[config.mk]
export PLATFORM = sky130hd
export DESIGN_NAME = step_sequencer_wavetable_osc_top
export DESIGN_NICKNAME = d
export VERILOG_FILES = /design/src/rtl/core/sswo_pkg.sv /design/src/rtl/core/sswo_voice.sv /design/src/rtl/core/step_sequencer_wavetable_osc_top.sv
export SDC_FILE = /design/constraint.sdc
export NUM_CORES = 1
export LEC_CHECK = 0
export BUFFER_PORTS_ARGS = -buffer_cell sky130_fd_sc_hd__buf_2
export CORE_MARGIN = 10
export CORE_UTILIZATION = 55
export CTS_CLUSTER_DIAMETER = 150
export DETAILED_ROUTE_END_ITERATION = 6
export PLACE_DENSITY = 0.82
export SYNTH_ARGS = -nofsm -noshare
export SYNTH_HDL_FRONTEND = slang
export SYNTH_HIERARCHICAL = 1
export SYNTH_SLANG_ARGS = --single-unit
[constraint.sdc]
create_clock -name clk -period 11.4 [get_ports clk]
set_clock_uncertainty 0.05 [all_clocks]
set_input_delay 2.28 -clock clk [delete_from_list [all_inputs] [get_ports clk]]
set_output_delay 2.28 -clock clk [all_outputs]
set_load 0.01 [all_outputs]
[src/rtl/core/sswo_pkg.sv]
// ----------------------------------------------------------------------------
// sswo_pkg
// Shared types, constant tables and lookup functions for the step sequencer
// wavetable oscillator.
// ----------------------------------------------------------------------------
package sswo_pkg;

  // button click counts
  localparam logic [1:0] CLICK_NONE   = 2'd0;
  localparam logic [1:0] CLICK_SINGLE = 2'd1;
  localparam logic [1:0] CLICK_DOUBLE = 2'd2;

  localparam int unsigned INIT_STEPS = 16;

  localparam logic [7:0] LEN_INIT [INIT_STEPS] = '{
    8'd127, 8'd0, 8'd0, 8'd0, 8'd127, 8'd63, 8'd0, 8'd0,
    8'd127, 8'd63, 8'd31, 8'd0, 8'd127, 8'd63, 8'd31, 8'd15
  };

  localparam logic [15:0] PITCH_INIT [INIT_STEPS] = '{
    16'd1830, 16'd1830, 16'd1830, 16'd1830,
    16'd3660, 16'd3660, 16'd3660, 16'd3660,
    16'd7320, 16'd7320, 16'd7320, 16'd7320,
    16'd14640, 16'd14640, 16'd14640, 16'd14640
  };

  // hz*256/122 phase increments, top four entries silent
  localparam logic [15:0] NOTE_TABLE [16] = '{
    16'd230, 16'd308, 16'd346, 16'd411, 16'd461, 16'd616, 16'd692, 16'd822,
    16'd923, 16'd1231, 16'd1382, 16'd1846, 16'd0, 16'd0, 16'd0, 16'd0
  };

  localparam logic [6:0] QUARTER_SINE [65] = '{
    7'd0, 7'd3, 7'd6, 7'd9, 7'd12, 7'd16, 7'd19, 7'd22,
    7'd25, 7'd28, 7'd31, 7'd34, 7'd37, 7'd40, 7'd43, 7'd46,
    7'd49, 7'd51, 7'd54, 7'd57, 7'd60, 7'd63, 7'd65, 7'd68,
    7'd71, 7'd73, 7'd76, 7'd78, 7'd81, 7'd83, 7'd85, 7'd88,
    7'd90, 7'd92, 7'd94, 7'd96, 7'd98, 7'd100, 7'd102, 7'd104,
    7'd106, 7'd107, 7'd109, 7'd110, 7'd112, 7'd113, 7'd115, 7'd116,
    7'd117, 7'd118, 7'd120, 7'd121, 7'd122, 7'd122, 7'd123, 7'd124,
    7'd125, 7'd125, 7'd126, 7'd126, 7'd126, 7'd127, 7'd127, 7'd127,
    7'd127
  };

  // per-tick control results handed to the voice
  typedef struct packed {
    logic        gate;
    logic [15:0] pitch;
    logic [7:0]  tempo;
  } voice_ctrl_t;

  // full sine from the quarter wave: odd quadrants mirrored, upper half below 128
  function automatic logic [7:0] wave_sample(input logic [7:0] idx);
    logic [6:0] k;
    logic [6:0] q;
    k = {1'b0, idx[5:0]};
    q = idx[6] ? QUARTER_SINE[7'd64 - k] : QUARTER_SINE[k];
    return idx[7] ? (8'd128 - {1'b0, q}) : (8'd128 + {1'b0, q});
  endfunction

  // length cycle 0 -> 31 -> 63 -> 127 -> 255 -> 0
  function automatic logic [7:0] next_length(input logic [7:0] len);
    logic [7:0] r;
    if (len < 8'd31) r = 8'd31;
    else if (len < 8'd63) r = 8'd63;
    else if (len < 8'd127) r = 8'd127;
    else if (len < 8'd255) r = 8'd255;
    else r = 8'd0;
    return r;
  endfunction

endpackage

[src/rtl/core/sswo_voice.sv]
// ----------------------------------------------------------------------------
// sswo_voice
// Phase and step accumulators, wavetable lookup and volume scaling.
// ----------------------------------------------------------------------------
module sswo_voice
  import sswo_pkg::*;
(
  input  logic        clk,
  input  logic        rst_n,
  input  logic        adv,
  input  voice_ctrl_t ctrl,
  output logic [21:0] step_count,
  output logic [7:0]  sample
);

  logic [15:0] phase_r;
  logic [15:0] phase_nxt;
  logic [21:0] count_r;
  logic [21:0] count_nxt;
  logic [15:0] product;

  // sample uses the phase before this tick's advance
  assign product    = {8'd0, wave_sample(phase_r[15:8])} * {8'd0, {8{ctrl.gate}}};
  assign sample     = product[15:8];
  assign phase_nxt  = phase_r + ctrl.pitch;
  assign count_nxt  = count_r + {14'd0, ctrl.tempo};
  assign step_count = count_r;

  always_ff @(posedge clk) begin
    if (!rst_n) begin
      phase_r <= '0;
      count_r <= '0;
    end else if (adv) begin
      phase_r <= phase_nxt;
      count_r <= count_nxt;
    end
  end

endmodule

[src/rtl/core/step_sequencer_wavetable_osc_top.sv]
// ----------------------------------------------------------------------------
// step_sequencer_wavetable_osc_top
// Sixteen-step sequencer with edit mode driving a sine wavetable voice.
// ----------------------------------------------------------------------------
// One input word is one audio sample tick (knob value plus button event) and
// yields exactly one output word: the scaled sample, the step being played
// or edited, the edit flag and the gate. Each tick is handled at the edge
// that accepts the word: sequencer state, the step tables and the voice
// accumulators update there, and the result lands in the output register.
// One word per cycle is sustained; in_ready drops only while the output
// register is full and out_ready is low. In play mode the knob is the
// tempo added to a 22-bit step counter; counter bits 21..18 select the step
// and bits 17..10 gate it against the step length. A short click enters edit
// mode, where the knob's top nibble picks a note for the edited step, short
// clicks cycle its length, double clicks advance the step and a long single click
// returns to play. The step tables reset to a fixed pattern.
// ----------------------------------------------------------------------------
module step_sequencer_wavetable_osc_top
  import sswo_pkg::*;
#(
  parameter int unsigned STEP_COUNT = 16
)(
  input  logic       clk,
  input  logic       rst_n,
  input  logic       in_valid,
  output logic       in_ready,
  input  logic [7:0] in_control,
  input  logic [1:0] in_click_count,
  input  logic       in_long_click,
  output logic       out_valid,
  input  logic       out_ready,
  output logic [7:0] out_sample,
  output logic [3:0] out_current_step,
  output logic       out_edit_mode,
  output logic       out_gate_on
);

  localparam int unsigned STEP_W = $clog2(STEP_COUNT);

  // fold a raw 4-bit step number onto the step range
  function automatic logic [STEP_W-1:0] wrap_step(input logic [3:0] x);
    logic [STEP_W-1:0] r;
    r = '0;
    for (int i = 0; i < 16; i++) begin
      if (x == 4'(i)) r = STEP_W'(i % STEP_COUNT);
    end
    return r;
  endfunction

  // step tables
  logic [7:0]  len_r   [STEP_COUNT];
  logic [15:0] pitch_t_r [STEP_COUNT];

  // sequencer state
  logic [7:0]        tempo_r, tempo_nxt;
  logic [15:0]       pitch_r, pitch_nxt;
  logic              editing_r, editing_nxt;
  logic [STEP_W-1:0] edit_r, edit_nxt;

  // output register
  logic       out_valid_r;
  logic [7:0] sample_r;
  logic [3:0] step_r;
  logic       edit_mode_r;
  logic       gate_r;

  logic              accept;
  logic [21:0]       step_count;
  logic [7:0]        sub;
  logic [STEP_W-1:0] play_idx;
  logic [STEP_W-1:0] cur_edit;
  logic [STEP_W-1:0] rd_idx;
  logic [7:0]        rd_len;
  logic [15:0]       rd_pitch;
  logic              gate;
  logic              len_we;
  logic              pitch_we;
  logic [3:0]        cur_step_nxt;
  logic [7:0]        voice_sample;
  voice_ctrl_t       vctrl;

  assign in_ready = !out_valid_r || out_ready;
  assign accept   = in_valid && in_ready;

  assign sub      = step_count[17:10];
  assign play_idx = wrap_step(step_count[21:18]);
  assign cur_edit = wrap_step(4'(edit_r));
  // one table read per tick: edited step in edit mode, else the played one
  assign rd_idx   = editing_r ? cur_edit : play_idx;
  assign rd_len   = len_r[rd_idx];
  assign rd_pitch = pitch_t_r[rd_idx];
  assign gate     = rd_len > sub;

  always_comb begin
    tempo_nxt   = tempo_r;
    pitch_nxt   = pitch_r;
    editing_nxt = editing_r;
    edit_nxt    = edit_r;
    len_we      = 1'b0;
    pitch_we    = 1'b0;
    if (!editing_r) begin
      tempo_nxt = in_control;
      if (gate) pitch_nxt = rd_pitch;
      if (!in_long_click && in_click_count == CLICK_SINGLE) begin
        edit_nxt    = play_idx;
        pitch_nxt   = rd_pitch;
        editing_nxt = 1'b1;
      end
    end else begin
      edit_nxt  = cur_edit;
      pitch_nxt = NOTE_TABLE[in_control[7:4]];
      pitch_we  = 1'b1;
      if (!in_long_click) begin
        if (in_click_count == CLICK_SINGLE) begin
          len_we = 1'b1;
        end else if (in_click_count == CLICK_DOUBLE) begin
          edit_nxt = (cur_edit == STEP_W'(STEP_COUNT - 1)) ? '0
                                                            : cur_edit + STEP_W'(1);
        end
      end else if (in_click_count == CLICK_SINGLE) begin
        editing_nxt = 1'b0;
      end
    end
  end

  assign cur_step_nxt = editing_nxt ? 4'(edit_nxt) : 4'(play_idx);

  assign vctrl.gate  = gate;
  assign vctrl.pitch = pitch_nxt;
  assign vctrl.tempo = tempo_nxt;

  sswo_voice u_voice (
    .clk        (clk),
    .rst_n      (rst_n),
    .adv        (accept),
    .ctrl       (vctrl),
    .step_count (step_count),
    .sample     (voice_sample)
  );

  // step tables reset to the factory pattern
  always_ff @(posedge clk) begin
    if (!rst_n) begin
      for (int i = 0; i < STEP_COUNT; i++) begin
        len_r[i]     <= LEN_INIT[i];
        pitch_t_r[i] <= PITCH_INIT[i];
      end
    end else if (accept) begin
      if (len_we)   len_r[cur_edit]     <= next_length(rd_len);
      if (pitch_we) pitch_t_r[cur_edit] <= pitch_nxt;
    end
  end

  always_ff @(posedge clk) begin
    if (!rst_n) begin
      tempo_r   <= 8'd1;
      pitch_r   <= '0;
      editing_r <= 1'b0;
      edit_r    <= '0;
    end else if (accept) begin
      tempo_r   <= tempo_nxt;
      pitch_r   <= pitch_nxt;
      editing_r <= editing_nxt;
      edit_r    <= edit_nxt;
    end
  end

  always_ff @(posedge clk) begin
    if (!rst_n) begin
      out_valid_r <= 1'b0;
    end else if (accept) begin
      out_valid_r <= 1'b1;
    end else if (out_ready) begin
      out_valid_r <= 1'b0;
    end
  end

  always_ff @(posedge clk) begin
    if (accept) begin
      sample_r    <= voice_sample;
      step_r      <= cur_step_nxt;
      edit_mode_r <= editing_nxt;
      gate_r      <= gate;
    end
  end

  assign out_valid        = out_valid_r;
  assign out_sample       = sample_r;
  assign out_current_step = step_r;
  assign out_edit_mode    = edit_mode_r;
  assign out_gate_on      = gate_r;

  // short click in play mode enters edit mode
  a_enter_edit: assert property (@(posedge clk) disable iff (!rst_n)
    accept && !editing_r && !in_long_click && in_click_count == CLICK_SINGLE
    |=> editing_r)
    else $error("short click did not enter edit mode");

  // long single click in edit mode returns to play
  a_leave_edit: assert property (@(posedge clk) disable iff (!rst_n)
    accept && editing_r && in_long_click && in_click_count == CLICK_SINGLE
    |=> !editing_r)
    else $error("long click did not leave edit mode");

  // tempo follows the knob in play mode only
  a_tempo: assert property (@(posedge clk) disable iff (!rst_n)
    accept && !editing_r |=> tempo_r == $past(in_control))
    else $error("tempo not taken from knob in play mode");

  // reported edit flag matches the sequencer mode
  a_edit_flag: assert property (@(posedge clk) disable iff (!rst_n)
    accept |=> out_edit_mode == editing_r)
    else $error("edit flag out of step with mode");

endmodule
# Word-level counts from Yosys, hierarchy flattened
# Memories as Yosys holds them, arrays and structs flattened.
# Cells that the tools add are included.
# totals
reg_bits,82
latchBits,0
ramBits,384
mem_bits_ro,2048
inputBits,15
memories,5
# memory_table
name,depth,word_bits,read_ports,rd_clocked_by_memory_dff,write_ports,line_no,text
(no name shown),128,7,1,0,0,sswo_pkg.sv:57,q = idx[6] ? QUARTER_SINE[7'd64 - k] : QUARTER_SINE[k];
(no name shown),128,7,1,0,0,sswo_pkg.sv:57,
(no name shown),16,16,1,0,0,step_sequencer_wavetable_osc_top.sv:111,pitch_nxt = NOTE_TABLE[in_control[7:4]];
pitch_t_r,16,16,1,0,16,step_sequencer_wavetable_osc_top.sv:52,logic [15:0] pitch_t_r [STEP_COUNT];
len_r,16,8,1,0,16,step_sequencer_wavetable_osc_top.sv:51,logic [7:0] len_r [STEP_COUNT];
# op_classes
add_sub_neg,6
mul,1
div_mod_pow,0
n_lt_le_gt_ge,8
eq_ne,33
shift,0
muxes,81
bitwise,3
n_reduce_logical,8
# ops
operator,n
4-bit 2-to-1 mux,38
16-bit 2-to-1 mux,6
8-bit 2-to-1 mux,10
4-bit equality test (second input constant),17
7-bit 2-to-1 mux,5
4-bit by 3-bit equality test with 1-bit output (second input constant),8
22-bit by 8-bit adder with 22-bit output,1
1-bit 2-to-1 mux,22
16-bit adder,1
4-bit by 2-bit equality test with 1-bit output (second input constant),4
8-bit >= comparator (second input constant),2
8-bit by 8-bit multiplier with 16-bit output,1
16-bit OR reduction,1
8-bit by 7-bit adder with 8-bit output (first input constant),1
4-bit by 1-bit equality test with 1-bit output (second input constant),2
8-bit greater-than comparator,1
8-bit by 5-bit less-than comparator with 1-bit output (second input constant),1
8-bit by 6-bit less-than comparator with 1-bit output (second input constant),1
8-bit by 7-bit less-than comparator with 1-bit output (second input constant),1
8-bit less-than comparator (second input constant),1
6-bit NOT with 8-bit output,1
7-bit NOT with 8-bit output,1
8-bit OR reduction,1
8-bit by 7-bit subtractor with 8-bit output (first input constant),1
other kinds (10),12

# Logic depth before layout (Yosys ltp)
# Gate-level depths: netlist of the first run.
# An unclocked memory read counts as a cell.
# depth
word_depth,27
depth_mapped,34
depth_no_buf,31

# Modules after synthesis
# Netlist of the first run, hierarchy kept.
# modules_own_cells
module,n_inst,cells_each,area_per_inst_um2,seq_area_each_um2
step_sequencer_wavetable_osc_top,1,1344,16966.3,10660.2
sswo_voice,1,715,5677.9,760.7

# Worst setup path before layout of the first run
# OpenSTA, ideal clock, no wires.
# synth_path
path_kind,register to register
start,register u_voice.count_r[18] (netlist: u_voice/step_count[18])
end,"register sample_r[6] (netlist: out_sample[6]), data pin"
setup_time_ns,0.262
t_arrival_ns,7.244
required_time_ns,11.088
slack_ns,3.844
stages_incl_launch_ff,30
synth_period_minus_slack_ns,7.556
cell_sequence,dfxtp_1 > clkbuf_2 > mux2i_2 > mux4_1 > o22ai_1 > a21oi_1 > nor2_1 > nor2_1 > ha_1 > nor2b_1 > o21a_1 > o21a_1 > o21bai_1 > a21oi_1 > clkbuf_1 > nand2_1 > fa_1 > inv_1 > fa_1 > fa_1 > inv_1 > fa_1 > inv_1 > ha_1 > and2_1 > o21ai_0 > nand3_1 > a31oi_1 > o21bai_1 > xor2_1
# synth_via
elab_chain_len,20
word_cells_on_any_way,34
classes_between,mul (1); order compare (1); eq/ne (15); mux (16); memory (1)
# synth_lines
item,line_no,text
start: declaration,sswo_voice.sv:18,logic [21:0] count_r;
start signal: assignment,sswo_voice.sv:35,count_r <= count_nxt;
4-bit by 1-bit equality test with 1-bit output,step_sequencer_wavetable_osc_top.sv:45,if (x == 4'(i)) r = STEP_W'(i % STEP_COUNT);
1-bit 2-to-1 mux,step_sequencer_wavetable_osc_top.sv:45,
4-bit 2-to-1 mux (13 in series),step_sequencer_wavetable_osc_top.sv:45,
4-bit 2-to-1 mux *,step_sequencer_wavetable_osc_top.sv:45,
4-bit 2-to-1 mux *,step_sequencer_wavetable_osc_top.sv:89,assign rd_idx = editing_r ? cur_edit : play_idx;
memory 16 x 8 bit *,n/a,
8-bit greater-than comparator *,step_sequencer_wavetable_osc_top.sv:92,assign gate = rd_len > sub;
via gate,step_sequencer_wavetable_osc_top.sv:75,logic gate;
8-bit by 8-bit multiplier with 16-bit output *,sswo_voice.sv:23,"assign product = {8'd0, wave_sample(phase_r[15:8])} * {8'd0, {8{ctrl.gate}}};"
via voice_sample[6],step_sequencer_wavetable_osc_top.sv:79,logic [7:0] voice_sample;
end signal: assignment,step_sequencer_wavetable_osc_top.sv:180,sample_r <= voice_sample;
end: declaration,step_sequencer_wavetable_osc_top.sv:62,logic [7:0] sample_r;
# The timed path passes the listed nets; every way through them passes the cells marked *.
# A chain may end at the register's enable or synchronous reset.

# Worst setup path after layout of the first run
# layout_path
start,register editing_r
end,"register sample_r[6] (netlist: out_sample[6]), data pin"
# layout_via
elab_chain_len,4
# layout_lines
item,line_no,text
start: declaration,step_sequencer_wavetable_osc_top.sv:57,"logic editing_r, editing_nxt;"
start signal: assignment,step_sequencer_wavetable_osc_top.sv:163,editing_r <= editing_nxt;
4-bit 2-to-1 mux,step_sequencer_wavetable_osc_top.sv:89,
memory 16 x 8 bit,n/a,
8-bit greater-than comparator,step_sequencer_wavetable_osc_top.sv:92,
8-bit by 8-bit multiplier with 16-bit output,sswo_voice.sv:23,
via voice_sample[6],step_sequencer_wavetable_osc_top.sv:79,
# The timed path passes the listed nets, and every way through them passes these cells.

==> impl_metrics.tcl, run 1 <==
set metrics [dict create \
    status "finished, final reports clean" \
    dpl_cell_area_um2 23400 \
    irDropWorstVdd_uv 543 \
    cp_common_cell "inv_1" \
    end_kind "register" \
    grt_pass1_wl_mm 90.9 \
    post_cts.repair.setup_buffers 0 \
    ant_nets 0 \
    critPathRequiredTime_ps 11650 \
    synth_edf_count 335 \
    clkLatencyLatePin_ps 580 \
    num_io_pins 31 \
    drtIter0Drc 2042 \
    syn_inst 2059 \
    htree_levels 2 \
    track_usage_pct 22.6 \
    vias_per_cell 6.34 \
    hold_class "register to register" \
    maxCapViolations 0 \
    diodes 0 \
    area_growth_pct 9.23 \
    place_congestion 0.940 \
    syn_avg_cell_area_um2 11.0 \
    synthFlopType "edfxtp_1" \
    worst_pin_slew_ps 1110 \
    netlist_top_cells_count "edfxtp_1, nand2_1, nor2_1" \
    hpwl_mm 38.5 \
    synthTopCellsByArea "edfxtp_1, mux4_2, dfxtp_1, nand2_1, ha_1" \
    seq_area_um2 11400 \
    path_clk_slew_ps 60 \
    power_density_nw_per_um2 300 \
    port_buffers 30 \
    max_freq_mhz 114 \
    num_vias 16800 \
    grt_start_max_net_pins 98 \
    fin_setup_tns_ps 0 \
    netlist_area_um2 22600 \
    ys_ff_latch 403 \
    synth_top_area_share_pct 44.4 \
    async_reset_ff_share_pct 0 \
    synth.distinct_cells 85 \
    clkSinkCount 403 \
    grt_pass1_vias 16700 \
    multi_input_area_um2 10500 \
    drc_errors 0 \
    ys_seq_area_share_pct 50.4 \
    start_util_pct 55.6 \
    dieArea_um2 49700 \
    grt_setup_unrepaired "false" \
    clock_path_buffers 3 \
    drive_above_1_share_pct 12.0 \
    startpoint_type "register" \
    fill_cells 3068 \
    numCtsBuffers 41 \
    nets 2213 \
    wl_per_cell_um 21.7 \
    setup.worst_path.class "register to register" \
    gr-total-overflow 0 \
    finalCritPeriodShare_pct 76.8 \
    leakage_uw 0.00877 \
    core_um2 40700 \
    worst_hold_slack_ps 414 \
    synth.most_common_cell "edfxtp_1" \
    cts_root_buf "clkbuf_16" \
    crit_arrival_ps 9000 \
    hold_viol 0 \
    die_w_um 223 \
    setup_viol 0 \
    cts_tree "yes" \
    slew_headroom_pct 24.8 \
    period_minus_slack_ps 8760 \
    cp.buffers_inverters 8 \
    die_h_um 223 \
    slew_viol_final 0 \
    yosysTopAreaCell "edfxtp_1" \
    fp-row-count 74 \
    drt-total-wl_mm 57.4 \
    place_ws_ps 2840 \
    slowest_stage "buf_4" \
    postCtsHoldBufs 0 \
    dr.pass1.iters 6 \
    finalInstanceArea_um2 24700 \
    setup_ws_ps 2640 \
    cp_max_fo 97 \
    critPathTopFamily "adder cells" \
    fin_util_pct 60.7 \
    antenna_found_initial 0 \
    yosys_warnings 6 \
    cpPeakStageDelay_ps 710 \
    cts_resized 0 \
]
-- placed cells by master (no fill, tap or decap), types with 15 or more instances in the layout --
cell type	Yosys	layout
nand2_1	317	317
clkbuf_16	0	42
edfxtp_1	335	335
o211ai_1	27	27
o21ai_0	63	63
nor2_1	230	229
mux2i_1	29	26
o2bb2ai_1	15	15
conb_1	1	56
a21o_1	18	18
mux4_2	76	76
nand3_1	56	56
nor3_1	21	21
buf_2	22	29
nand2b_1	34	34
xnor2_1	38	38
a22oi_1	17	17
nor2b_1	30	30
a21boi_0	17	17
a211oi_1	18	18
a21oi_1	60	59
and2_1	19	19
dfxtp_1	68	67
buf_4	4	32
fa_1	28	28
inv_1	105	104
ha_1	84	84
-- logic make-up (layout without fill, tap and decap cells) --
| kind of cell | Yosys count | in the layout | share of synthesized area (%) |
|---|---|---|---|
| simple gates | 775 | 775 | 15.2 |
| mux | 124 | 124 | 10.1 |
| fa+ha+maj | 112 | 112 | 7.12 |
| compound gates | 348 | 348 | 10.8 |
| flops | 403 | 403 | 50.4 |
| xor+xnor | 48 | 48 | 1.89 |
| buf+inv | 248 | 251 | 4.45 |
| other cells | 1 | 56 | 0.0166 |
-- flip-flops by register name (all words and copies together), names as in the netlist --
name / flops
edit_r: 4
editing_r: 1
len_r: 65
out_current_step: 4
out_edit_mode: 1
out_gate_on: 1
out_sample: 8
out_valid: 1
pitch_r: 16
pitch_t_r: 256
tempo_r: 8
u_voice/phase_r: 16
u_voice/step_count: 22
-- worst paths after layout --
path | startpoint | endpoint | slack, ps | depth (start not counted)
min | tempo_r[6] | tempo_r[6] | 410 | 2
max reg2reg | editing_r | out_sample[6] | 2640 | 32
min reg2reg | tempo_r[6] | tempo_r[6] | 410 | 2
max | editing_r | out_sample[6] | 2640 | 32
-- power by group --
| group | switching, uW | internal [uW] | leakage [uW] |
|---|---|---|---|
| Clock | 582 | 794 | 0.000659 |
| Sequential | 36.2 | 1860 | 0.00356 |
| Combinational | 2380 | 1770 | 0.00454 |
| Total | 3000 | 4430 | 0.00877 |
-- tightest hold or removal path: stages (launching register included) --
cell and delay, ps:
dfxtp_1 310, nand2_1 50, a21boi_0 60
-- final cells by class --
cell class | count | share of cell area (%)
clock buffer | 51 | 4.39
clock inverter | 23 | 1.08
inverter | 116 | 1.77
multi-input combinational | 1463 | 42.3
sequential | 403 | 46.2
tap | 532 | 2.69
timing repair buffer | 61 | 1.56
-- metrics by stage --
stage	instances	total power (uW)
after global routing	2649	8060
after detailed placement	2575	6020
after floorplan	2114	5110
final	2649	7420
after global placement	2575	5720
after CTS	2649	7410
-- metal layers --
layer	track usage [%]	routed length, um
met1	28.6	21600
met2	37.3	27700
met3	4.35	5720
met4	9.50	2360
met5	0	0
No activity file was read; power rests on OpenSTA's default activity.
==> run 2, diff against run 1 <==
--- a/config.mk
+++ b/config.mk
@@ -10,7 +10,7 @@
 export CORE_UTILIZATION = 55
 export CTS_CLUSTER_DIAMETER = 150
 export DETAILED_ROUTE_END_ITERATION = 6
-export PLACE_DENSITY = 0.82
+export PLACE_DENSITY = 0.85
 export SYNTH_ARGS = -nofsm -noshare
 export SYNTH_HDL_FRONTEND = slang
 export SYNTH_HIERARCHICAL = 1
==> constraint.sdc (replaced) <==
create_clock -name clk -period 7.67 [get_ports clk]
set_clock_uncertainty 0.05 [all_clocks]
set_input_delay 1.534 -clock clk [delete_from_list [all_inputs] [get_ports clk]]
set_output_delay 1.534 -clock clk [all_outputs]
set_load 0.01 [all_outputs]
==> run 2 against run 1 <==
Global-route usage grew 0.61 points. Cell count grew 0.72%. Register-to-register slack worse by 2200 ps. Critical path depth decreased by 7. Clock power rose by 38%. Non-clock buffer count grew 22. Sequential power up 49%. Worst hold slack got worse by 4.5 ps. Total power up 48%. Utilization grew 0.32 points. Routed wire length grew 2.1%. Worst setup slack worse by 2200 ps. Critical endpoint unchanged. Largest power group unchanged.
==> impl_metrics.tcl, run 2 (same netlist as run 1, synthesis figures left out) <==
set metrics [dict create \
    largest_register_ffs 256 \
    fin_setup_tns_ps 0 \
    setup_viol 0 \
    die_h_um 223 \
    drt-total-wl_mm 58.6 \
    postCtsHoldBufs 0 \
    maxCapViolations 0 \
    grt_pass1_wl_mm 92.6 \
    num_vias 16800 \
    most-common-layout-cells "edfxtp_1, nand2_1, nor2_1" \
    hold_viol 0 \
    status "finished, final reports clean" \
    dr.pass1.iters 5 \
    hold_class "register to register" \
    p_switching_uw 4500 \
    dieArea_um2 49700 \
    dpl_cell_area_um2 23500 \
    drtIter0Drc 2045 \
    power.share.clock_pct 17.3 \
    layout_commonest_cell "edfxtp_1" \
    ant_nets 0 \
    start_util_pct 55.6 \
    cts_tree "yes" \
    finalInstanceArea_um2 24900 \
    clock_path_buffers 3 \
    end_kind "register" \
    crit_arrival_ps 7530 \
    fin_util_pct 61.0 \
    area_growth_pct 9.81 \
    clkSinkCount 403 \
    port_buffers 30 \
    grt_start_max_net_pins 88 \
    slew_viol_final 0 \
    netSwitchingFraction_pct 40.8 \
    num_io_pins 31 \
    die_w_um 223 \
    worst_pin_slew_ps 1230 \
    cp_max_fo 11 \
    top_register "pitch_t_r" \
    place_congestion 0.938 \
    numCtsBuffers 41 \
    power_uw 11000 \
    drc_errors 0 \
    startpoint_type "register" \
    nets 2235 \
    vias_per_cell 6.28 \
    gr-total-overflow 0 \
    leakage_uw 0.00883 \
    path_clk_slew_ps 60 \
    track_usage_pct 23.2 \
    max_freq_mhz 137 \
    cts_root_buf "clkbuf_16" \
    slew_headroom_pct 17.6 \
    power.internal_uw 6520 \
    period_minus_slack_ps 7280 \
    p_seq_share_pct 25.7 \
    power_density_nw_per_um2 443 \
    htree_levels 2 \
    irDropWorstVdd_uv 943 \
    diodes 0 \
    grt_pass1_vias 16700 \
    finalCritPeriodShare_pct 94.9 \
    clkLatencyLatePin_ps 570 \
    core_um2 40700 \
    grt_setup_unrepaired "false" \
    fp-row-count 74 \
    antenna_found_initial 1 \
    wl_per_cell_um 22.0 \
    pwr-share-comb_pct 57.0 \
    hpwl_mm 39.9 \
    drive_above_1_share_pct 13.2 \
    setup.worst_path.class "register to register" \
    critPathRequiredTime_ps 7920 \
]
==> run 2: cell types whose count changed in the layout (fill, tap and decap cells not counted), sizes merged <==
| cell | delta |
|---|---|
| clkbuf | +3 |
| bufinv | -4 |
| clkinvlp | -1 |
| clkinv | -1 |
| buf | +22 |
==> run 2: worst paths after layout <==
path              startpoint       endpoint  slack [ps]  cells after the start
hold reg to reg   tempo_r[3]     tempo_r[3]         410                      2
hold / removal    tempo_r[3]     tempo_r[3]         410                      2
setup reg to reg   editing_r  out_sample[6]         390                     25
setup / recovery   editing_r  out_sample[6]         390                     25
==> run 2: metal layers <==
layer / vias up / GRT usage [%] / routed length, um
met4: 0 / 11.1 / 2770
met1: 8071 / 28.3 / 21500
met2: 1012 / 38.7 / 28800
met3: 208 / 4.76 / 5600
met5: - / 0 / 0
li1: 7464 / - / -
==> run 2: power groups by stage <==
stage               Clock, uW  Sequential [uW]  Combinational, uW
finish                   1910             2840               6280
global route             2000             2840               7200
CTS                      1910             2830               6140
detailed placement          0             2880               6070
global placement            0             2870               5620
floorplan                   0             2870               4730
==> run 2: metrics by stage <==
| stage | setup slack, ps | std cells | hold WS [ps] |
|---|---|---|---|
| after detailed placement | 49.5 | 2592 | 407 |
| after global routing | 15.5 | 2668 | 440 |
| after global placement | 327 | 2592 | 399 |
| after floorplan | 114 | 2114 | 385 |
| final | 395 | 2668 | 409 |
| after CTS | 90.9 | 2664 | 416 |
==> run 2: area by class of cell <==
cell class,count,area [um^2]
Inverter,116,438
Clock buffer,54,1100
Multi-Input combinational cell,1463,10500
Tap cell,532,666
Clock inverter,17,153
Timing Repair Buffer,83,578
Fill cell,3024,15900
Sequential cell,403,11400
==> run 2: worst max-delay path: stages, from the launching register on <==
cell	delay, ps
dfxtp_4	420
buf_4	180
mux2i_4	330
buf_4	260
mux4_2	340
nand2_1	110
nand4_1	250
ha_1	420
nand4_1	150
o21bai_2	250
a21oi_4	300
inv_1	170
nor2_1	340
fa_1	540
fa_1	410
fa_1	510
inv_1	60
fa_1	530
inv_1	40
ha_1	340
and2_1	160
o21ai_1	200
nand3_1	150
a31oi_2	240
o21bai_1	130
xor2_1	150
==> run 2: timing repair <==
action	CTS	global route
setup endpoints to repair	1	6
resized for setup	0	17
gates cloned	0	0
pin swaps	0	1
buffers inserted	1	4
==> run 3, diff against run 2 <==
--- a/config.mk
+++ b/config.mk
@@ -5,12 +5,12 @@
 export SDC_FILE = /design/constraint.sdc
 export NUM_CORES = 1
 export LEC_CHECK = 0
-export BUFFER_PORTS_ARGS = -buffer_cell sky130_fd_sc_hd__buf_2
 export CORE_MARGIN = 10
 export CORE_UTILIZATION = 55
 export CTS_CLUSTER_DIAMETER = 150
 export DETAILED_ROUTE_END_ITERATION = 6
-export PLACE_DENSITY = 0.85
+export DONT_BUFFER_PORTS = 1
+export PLACE_DENSITY = 0.84
 export SYNTH_ARGS = -nofsm -noshare
 export SYNTH_HDL_FRONTEND = slang
 export SYNTH_HIERARCHICAL = 1
==> run 3 against run 2 <==
Critical path type unchanged. Worst hold slack better by 2.2 ps. Die area stayed put. Largest power group unchanged. Routed wire length is 1.5% higher. Cell count is 1.1% lower. Global-route usage is 0.15 points higher.
==> impl_metrics.tcl, run 3 (same netlist as run 1, synthesis figures left out) <==
set metrics [dict create \
    setup_viol 0 \
    track_usage_pct 23.3 \
    slew_headroom_pct 25.1 \
    path_clk_slew_ps 60 \
    drive_above_1_share_pct 12.3 \
    port_buffers 0 \
    worst_hold_slack_ps 412 \
    wl_per_cell_um 22.5 \
    cts_root_buf "clkbuf_16" \
    ant_nets 0 \
    pwr-share-comb_pct 55.6 \
    dieArea_um2 49700 \
    core_um2 40700 \
    grt_pass1_wl_mm 93.0 \
    leakage_uw 0.00880 \
    dp_cells 2567 \
    critPathRequiredTime_ps 7920 \
    drc_errors 0 \
    multi_input_area_um2 10500 \
    period_minus_slack_ps 7240 \
    num_io_pins 31 \
    power.share.clock_pct 18.6 \
    vias_per_cell 6.37 \
    antenna_found_initial 0 \
    finalCritPeriodShare_pct 94.3 \
    max_freq_mhz 138 \
    clock_path_buffers 3 \
    end_kind "register" \
    clkSinkCount 403 \
    die_h_um 223 \
    most-common-layout-cells "edfxtp_1, nand2_1, nor2_1" \
    drtIter0Drc 2083 \
    seq_area_um2 11400 \
    p_switching_uw 4470 \
    hold_class "register to register" \
    htree_levels 2 \
    area_growth_pct 9.78 \
    fp-row-count 74 \
    setup.worst_path.class "register to register" \
    die_w_um 223 \
    netSwitchingFraction_pct 40.3 \
    fin_setup_tns_ps 0 \
    nets 2208 \
    slew_viol_final 0 \
    cts_tree "yes" \
    startpoint_type "register" \
    top_register "pitch_t_r" \
    start_util_pct 55.6 \
    status "finished, final reports clean" \
    fill_cells 3044 \
    finalNonFillerCells 2639 \
    num_vias 16800 \
    numCtsBuffers 42 \
    layout_commonest_cell "edfxtp_1" \
    p_seq_share_pct 25.8 \
    power_density_nw_per_um2 445 \
    largest_register_ffs 256 \
    drt-total-wl_mm 59.5 \
    crit_arrival_ps 7490 \
    power.internal_uw 6610 \
    dr.pass1.iters 6 \
    irDropWorstVdd_uv 1100 \
    grt_pass1_vias 16800 \
    hpwl_mm 39.9 \
    diodes 0 \
    cp_max_fo 23 \
    hold_viol 0 \
    worst_pin_slew_ps 1100 \
    clkLatencyLatePin_ps 580 \
    gr-total-overflow 0 \
    grt_start_max_net_pins 118 \
    grt_setup_unrepaired "false" \
    maxCapViolations 0 \
    place_congestion 0.915 \
]
run 3: worst paths after layout:
kind	start	to	slack (ps)	cells after the start
worst max-delay path	editing_r	out_sample[6]	430	27
worst min register to register	tempo_r[1]	tempo_r[1]	410	2
worst min-delay path	tempo_r[1]	tempo_r[1]	410	2
worst max register to register	editing_r	out_sample[6]	430	27
run 3: cell type report:
class                      count  area share [%]
inverter                     116            1.77
tap                          532            2.68
timing repair buffer          55            1.83
multi-input combinational   1463            42.2
clock buffer                  50            4.61
sequential                   403            46.0
clock inverter                20           0.941
run 3: worst max-delay path, stage by stage, from the launching register on:
cell and delay (ps):
dfxtp_4 370, buf_6 210, mux2i_4 330, buf_6 210, mux4_1 310, a22oi_1 310, nand2_2 170, ha_1 320
a21o_1 160, a21o_1 160, a21oi_1 260, a21oi_4 160, and2_1 260, ha_1 370, inv_1 90, xnor2_2 210
fa_1 470, fa_1 550, inv_1 50, fa_1 530, inv_1 50, ha_1 340, and2_1 160, o21ai_1 210
nand3_1 150, a31oi_2 240, o21bai_1 110, xor2_1 150
run 3: power groups by stage:
stage,Clock [uW],Combinational (uW),Sequential (uW)
after floorplan,0,4730,2870
after global placement,0,5600,2890
after detailed placement,0,6000,2900
after CTS,2070,6060,2850
after global routing,2150,7120,2860
final,2060,6160,2850
run 3: what timing repair did:
action,in CTS,in global routing
buffers inserted,0,1
hold buffers,0,0
endpoints found under the hold margin,0,0
endpoints found under the setup margin,0,6
resized for setup,0,13
run 3: per-stage QoR:
| step | setup WS, ps | util [%] | area [um^2] | power [uW] |
|---|---|---|---|---|
| 6_report | 434 | 61.0 | 24900 | 11100 |
| 5_1_grt | 6.81 | 61.0 | 24900 | 12100 |
| 2_1_floorplan | 114 | - | 22900 | 7590 |
| 3_3_place_gp | 425 | 57.5 | 23400 | 8490 |
| 3_5_place_dp | 197 | 57.5 | 23400 | 8900 |
| 4_1_cts | 97.7 | 60.8 | 24800 | 11000 |
run 3: per-layer routing:
layer / GRT usage, % / vias to the layer above / part of all wire [%]
met1: 29.0 / 8183 / 37
met5: 0 / - / 0
met2: 39.7 / 1057 / 50
met4: 8.54 / 0 / 3.3
li1: - / 7412 / -
met3: 4.67 / 149 / 10
